**src/rtl/ipv4_longest_prefix_match_core_assert.svh**
```systemverilog
// ---------------------------------------------------------------------------
// ipv4 longest prefix match assertion macros
// shared property wrappers for the lpm core, clocked on clk
// ---------------------------------------------------------------------------
`ifndef IPV4_LONGEST_PREFIX_MATCH_CORE_ASSERT_SVH
`define IPV4_LONGEST_PREFIX_MATCH_CORE_ASSERT_SVH

// checked only out of reset
`define LPM_ASSERT(lbl, prop, msg) \
  lbl: assert property (@(posedge clk) disable iff (!rst_n) prop) else $error(msg);

// checked on every edge, reset included
`define LPM_ASSERT_ALWAYS(lbl, prop, msg) \
  lbl: assert property (@(posedge clk) prop) else $error(msg);

`endif

```
**src/rtl/ipv4lpm_pkg.sv**
```systemverilog
// ---------------------------------------------------------------------------
// ipv4 longest prefix match package
// table size, codes, the token that walks the cell chain, mask helpers
// ---------------------------------------------------------------------------
package ipv4lpm_pkg;

  localparam int TABLE_ENTRIES = 64;
  localparam int IDX_W = (TABLE_ENTRIES > 1) ? $clog2(TABLE_ENTRIES) : 1;
  localparam int CNT_W = $clog2(TABLE_ENTRIES + 1);

  typedef enum logic [1:0] {
    ACT_ADD   = 2'd0,
    ACT_DEL   = 2'd1,
    ACT_CHECK = 2'd2
  } action_t;

  typedef enum logic [1:0] {
    ST_OK      = 2'd0,
    ST_INVALID = 2'd1,
    ST_FULL    = 2'd2
  } status_t;

  localparam logic [6:0] NO_MATCH = 7'h7F;

  // request walking down the chain, with what the cells found so far
  typedef struct packed {
    logic             vld;
    action_t          act;
    logic [31:0]      base;
    logic [5:0]       plen;
    logic [31:0]      addr;
    logic             bad;
    logic             hit;
    logic [IDX_W-1:0] hit_idx;
    logic             free;
    logic [IDX_W-1:0] free_idx;
    logic             best_found;
    logic [5:0]       best_len;
  } token_t;

  // entry update broadcast from the chain tail
  typedef struct packed {
    logic             en;
    logic             set;
    logic [IDX_W-1:0] idx;
    logic [31:0]      base;
    logic [5:0]       plen;
  } wr_t;

  // length 0 gives an all-zero mask
  function automatic logic [31:0] len_mask(input logic [5:0] len);
    logic [31:0] m;
    m = ~(32'hFFFF_FFFF >> len);
    return m;
  endfunction

  function automatic logic prefix_ok(input logic [31:0] base, input logic [5:0] len);
    logic ok;
    ok = (len <= 6'd32) && ((base & ~len_mask(len)) == 32'd0);
    return ok;
  endfunction

endpackage

```
**src/rtl/ipv4lpm_cell.sv**
```systemverilog
// ---------------------------------------------------------------------------
// ipv4 lpm table cell
// one table entry; checks the passing token and hands it to the next cell
// ---------------------------------------------------------------------------
module ipv4lpm_cell (
  input  logic                        clk,
  input  logic                        rst_n,
  input  logic [ipv4lpm_pkg::IDX_W-1:0] idx,
  input  ipv4lpm_pkg::token_t         tok_i,
  input  ipv4lpm_pkg::wr_t            wr_i,
  output ipv4lpm_pkg::token_t         tok_o
);

  logic                 ent_valid_r;
  logic [31:0]          ent_base_r;
  logic [5:0]           ent_len_r;
  ipv4lpm_pkg::token_t  tok_r;
  ipv4lpm_pkg::token_t  tok_nxt;
  logic                 exact;
  logic                 covers;

  assign exact  = ent_valid_r && (ent_base_r == tok_i.base) && (ent_len_r == tok_i.plen);
  assign covers = ent_valid_r &&
                  ((tok_i.addr & ipv4lpm_pkg::len_mask(ent_len_r)) == ent_base_r) &&
                  (!tok_i.best_found || (ent_len_r > tok_i.best_len));

  always_comb begin
    tok_nxt = tok_i;
    if (exact && !tok_i.hit) begin
      tok_nxt.hit     = 1'b1;
      tok_nxt.hit_idx = idx;
    end
    // lowest free slot wins
    if (!ent_valid_r && !tok_i.free) begin
      tok_nxt.free     = 1'b1;
      tok_nxt.free_idx = idx;
    end
    if (covers) begin
      tok_nxt.best_found = 1'b1;
      tok_nxt.best_len   = ent_len_r;
    end
  end

  always_ff @(posedge clk) begin
    if (!rst_n) begin
      ent_valid_r <= 1'b0;
      tok_r.vld   <= 1'b0;
    end else begin
      tok_r.vld <= tok_i.vld;
      if (wr_i.en && (wr_i.idx == idx)) begin
        ent_valid_r <= wr_i.set;
      end
    end
    // payload needs no reset, vld qualifies it
    tok_r.act        <= tok_nxt.act;
    tok_r.base       <= tok_nxt.base;
    tok_r.plen       <= tok_nxt.plen;
    tok_r.addr       <= tok_nxt.addr;
    tok_r.bad        <= tok_nxt.bad;
    tok_r.hit        <= tok_nxt.hit;
    tok_r.hit_idx    <= tok_nxt.hit_idx;
    tok_r.free       <= tok_nxt.free;
    tok_r.free_idx   <= tok_nxt.free_idx;
    tok_r.best_found <= tok_nxt.best_found;
    tok_r.best_len   <= tok_nxt.best_len;
    if (wr_i.en && wr_i.set && (wr_i.idx == idx)) begin
      ent_base_r <= wr_i.base;
      ent_len_r  <= wr_i.plen;
    end
  end

  assign tok_o = tok_r;

endmodule
```
**config.mk**
```make
export PLATFORM = sky130hd
export DESIGN_NAME = ipv4lpm_cell
export DESIGN_NICKNAME = d
export VERILOG_FILES = /design/src/rtl/ipv4_longest_prefix_match_core_assert.svh /design/src/rtl/ipv4lpm_pkg.sv /design/src/rtl/ipv4lpm_cell.sv
export SDC_FILE = /design/constraint.sdc
export NUM_CORES = 1
export LEC_CHECK = 0
export BUFFER_PORTS_ARGS = -buffer_cell sky130_fd_sc_hd__buf_2
export CAP_MARGIN = 15
export CORE_ASPECT_RATIO = 1.25
export CORE_MARGIN = 4
export CORE_UTILIZATION = 46
export CTS_CLUSTER_DIAMETER = 200
export CTS_CLUSTER_SIZE = 14
export DETAILED_ROUTE_END_ITERATION = 12
export GPL_ROUTABILITY_DRIVEN = 0
export PLACE_DENSITY = 0.77
export SLEW_MARGIN = 20
export SYNTH_ARGS = -nofsm -noshare
export SYNTH_HDL_FRONTEND = slang
export SYNTH_SLANG_ARGS = --single-unit
```
**constraint.sdc**
```tcl
create_clock -name clk -period 3.2 [get_ports clk]
set_input_delay 0.64 -clock clk [delete_from_list [all_inputs] [get_ports clk]]
set_output_delay 0.64 -clock clk [all_outputs]
set_load 0.01 [all_outputs]
```
# Yosys cells after proc, flatten, opt, wreduce, memory -nomap -nowiden

Index checks and enable logic that the tools add are counted.

Shift operators: 1
Order comparisons: 1
Bitwise logic cells: 2
Equality and inequality tests: 4
Reduce and logical (&&, ||, !) cells: 14
Mux-type cells: 3

Operator list:

| kind                                                                 | number |
|---|---|
| 32-bit equality test                                                 | 2 |
| 32-bit bitwise AND                                                   | 1 |
| 32-bit inverter                                                      | 1 |
| 32-bit by 6-bit >> shifter with 32-bit output (first input constant) | 1 |
| 6-bit two-way mux                                                    | 3 |
| 6-bit equality test                                                  | 2 |
| 1-bit logical AND                                                    | 9 |
| 6-bit greater-than comparator                                        | 1 |
| 1-bit logical NOT                                                    | 4 |
| 1-bit logical OR                                                     | 1 |

Input bits: 149
Output and inout port bits: 95
Flip-flop bits (word level): 134
Logic and storage cells: 40

# Longest topological paths before layout

Depth after elaboration: 7
Gate-level depth with buffers: 10
Mapped depth without buffers: 9

# Worst setup path after synthesis

No wires, ideal clock.

Kind: reg2reg
Start: register ent_len_r[3]
End: register tok_r, in the netlist tok_o[0]
Arrival time: 2.549 ns
Stages on the path, launching flop included: 9
Library setup time: 0.121 ns
Clock period less this slack: 2.670 ns
Path slack: 0.530 ns
Buffers on the path: 1
Required time: 3.079 ns
Cells stage by stage: edfxtp_1 -> buf_2 -> or4_4 -> o311ai_1 -> o2111ai_1 -> nor4_1 -> nand4b_1 -> nor4_4 -> mux2_2

RTL lines:

| what                     | RTL line           | source |
|---|---|---|
| start: declaration       | ipv4lpm_cell.sv:16 | `logic [5:0] ent_len_r;` |
| start signal: assignment | ipv4lpm_cell.sv:68 | `ent_len_r <= wr_i.plen;` |
| end: declaration         | ipv4lpm_cell.sv:17 | `ipv4lpm_pkg::token_t tok_r;` |

==> results.ini <==
[status]
status = finished clean

[setup_path]
crit-reg2reg-launch = ent_len_r[3]$_DFFE_PP_
regToRegEndpoint = tok_o[5]$_DFF_P_
end_kind = register
critPathLaunchType = register
path_class = register to register
cp_data_required_time_ns = 3.49
r2r_slack_ns = 0.22
path_max_fanout = 15
arrival_ns = 3.28
reg2reg_depth = 9

[synthesis]
syn_inst = 411
synth_nets = 566
async_flop_share_pct = 0
avgSynthCellArea_um2 = 12.2
yosysMostFrequentCell = dfxtp_1
yosysTopAreaCellShare_pct = 38.4
ys_warn_count = 0
netlist_area_um2 = 5010
ys_ff_latch = 134
synth_edf_count = 38
synth-main-ff-cell = dfxtp_1
ys_types = 54
yosysTopAreaCell = dfxtp_1
synth_top_cells_by_count = 96 x dfxtp_1, 43 x xor2_1, 38 x edfxtp_1
ys_seq_area_share_pct = 61.2
synth.area.top_cells = dfxtp_1 38%, edfxtp_1 23%, xor2_1 7.5%, mux2_2 3.8%, xnor2_1 2.8%

[power_and_ir_drop]
static-leakage-power_nw = 3.22
p_int_w = 0.00310
fin_total_pwr_w = 0.00397
power.density_cell_area_nw_per_um2 = 563
peakVddDrop_mv = 0.406
p_comb_share_pct = 8.1
sw_frac_of_total_pct = 22.0
seq_power_share_pct = 46.1
clockPowerShare_pct = 45.8
p_sw_w = 0.000875

[sta]
fmaxAchievable_ghz = 0.335
setup_viol = 0
worst_slew_pin_slew_ns = 0.643
finalCritPeriodShare_pct = 93.2
drv_slew = 0
rsz0062_at_grt = no
final.min_clock_period_ns = 2.98
hold_viol = 0
tns_ns = 0
worst_clock_skew_ns = 0.00718
relSlewSlack_pct = 57.0

[grt]
grt_usage_pct = 24.5
grt_pass1_vias = 4539
grt_max_degree = 27
grt_overflow = 0
grt_pass1_wl_um = 23200
antenna_found_initial = 0

[flow_run]
drv_cap = 0

[finish]
antennaDiodeCount = 0
layout.nets = 835
drive_gt1_share_pct = 45.7
n_fill_cell = 849
areaGrowthSynthToFinish_pct = 40.9

[drt]
met1_length_um = 5320
drt-total-wl_um = 15500
drt-vias-per-instance = 5.27
drtIter0Drc = 263
wl_met2_um = 7990
drc = 0
antenna_left = 0
first_pass_iters = 5
dr_total_vias = 4347
routedWlPerCell_um = 18.7
top_layer = met4
route.met3.wl_um = 1590

[clocking]
path_clk_slew_ns = 0.05
cts_sinks = 134
clockRootBuffer = clkbuf_16
cts_buffers = 17
clockBufferDepth = 2
htree_levels = 4
clk_latency_ns = 0.41
cts_tree = done
cts_hold_buf = 0

[floorplanning]
die_area_um2 = 12600
pin_count = 244
start_util_pct = 47.2
std_cell_rows = 42
die_h_um = 125
die_width_um = 101
core_um2 = 10600

[placed_design]
port_buffers = 243
dp_hpwl_um = 12300

[hold_path]
holdPathStages = 1
min_to = tok_o[92]$_DFF_P_
min_from = tok_i[92]
hold_class = input port to register

==> layout by cell type (no fill, tap or decap), drive strengths merged, types with 10 or more instances in the layout <==
cell type,instances
nand2,16
buf,264
xnor2,16
dfxtp,96
inv,20
nor2,11
clkbuf,26
nor4,13
nor2b,10
mux2,18
edfxtp,38
o21ai,18
nand4,11
xor2,43
==> critical path: stages, from the launching register on <==
cell	delay, ns
edfxtp_1	0.52
buf_4	0.26
nor3_1	0.33
a21boi_0	0.19
xnor2_1	0.18
nand4_1	0.12
or4_4	0.46
nor4_4	0.28
buf_4	0.20
mux2_2	0.34
==> worst max path at each step <==
stage,startpoint,endpoint,slack [ns],cells past startpoint
floorplan,ent_len_r[3]$_DFFE_PP_,tok_o[0]$_DFF_P_,0.53,8
global placement,tok_i[35],tok_o[2]$_DFF_P_,0.20,8
detailed placement,tok_i[35],tok_o[3]$_DFF_P_,0.10,8
CTS,ent_len_r[1]$_DFFE_PP_,tok_o[5]$_DFF_P_,0.12,7
global route,ent_len_r[3]$_DFFE_PP_,tok_o[5]$_DFF_P_,0.09,9
finish,ent_len_r[3]$_DFFE_PP_,tok_o[5]$_DFF_P_,0.22,9
==> repair_timing <==
action | 4_1_cts | 5_1_grt
buffers inserted | 0 | 11
resized for setup | 0 | 0
endpoints found under the setup margin | 0 | 6
==> through the flow <==
stage | cells | hold slack, ns | cell area [um^2] | worst slack (ns) | util (%)
final | 825 | 0.332 | 7060 | 0.217 | 66.5
after global placement | 782 | 0.467 | 6420 | 0.196 | 60.4
after global routing | 825 | 0.309 | 7060 | 0.0939 | 66.5
after floorplan | 411 | 0.401 | 5010 | 0.530 | -
after detailed placement | 782 | 0.466 | 6420 | 0.101 | 60.4
after CTS | 814 | 0.314 | 6980 | 0.118 | 65.7
==> flip-flops by register name, indices dropped and copies added, names as in the netlist <==
signal,flops
tok_o,95
ent_valid_r,1
ent_base_r,32
ent_len_r,6
==> per-layer routing <==
layer | up-vias | global-route usage (%)
li1 | 2020 | -
met1 | 2014 | 26.1
met2 | 271 | 42.7
met3 | 42 | 8.80
met4 | 0 | 10.9
met5 | - | 0
==> final cells by class <==
class	instances	area, um^2	share of cell area (%)
inverter	17	63.8	0.904
timing repair buffer	264	1390	19.6
sequential	134	3060	43.4
tap	132	165	2.34
multi-input combinational	246	1820	25.8
clock inverter	6	37.5	0.532
clock buffer	26	522	7.39
==> power groups by stage <==
stage,logic (W),registers (W),clock network [W]
global placement,0.000314,0.00187,0
detailed placement,0.000319,0.00187,0
finish,0.000321,0.00183,0.00182
CTS,0.000322,0.00183,0.00184
global route,0.000349,0.00184,0.00193
floorplan,0.0000804,0.00190,0
==> kinds of logic (layout without fill, tap and decap cells) <==
logic type | count (synthesis) | after routing | synth area share, %
adder cells (fa/ha/maj) | 6 | 6 | 1.50
XOR/XNOR | 59 | 59 | 10.3
multiplexers | 19 | 19 | 4.25
buffers and inverters | 31 | 313 | 2.52
AND/OR/NAND/NOR | 99 | 99 | 11.6
AO/OA/AOI/OAI | 63 | 63 | 8.67
flip-flops | 134 | 134 | 61.2
(Power assumes the default switching activity.)
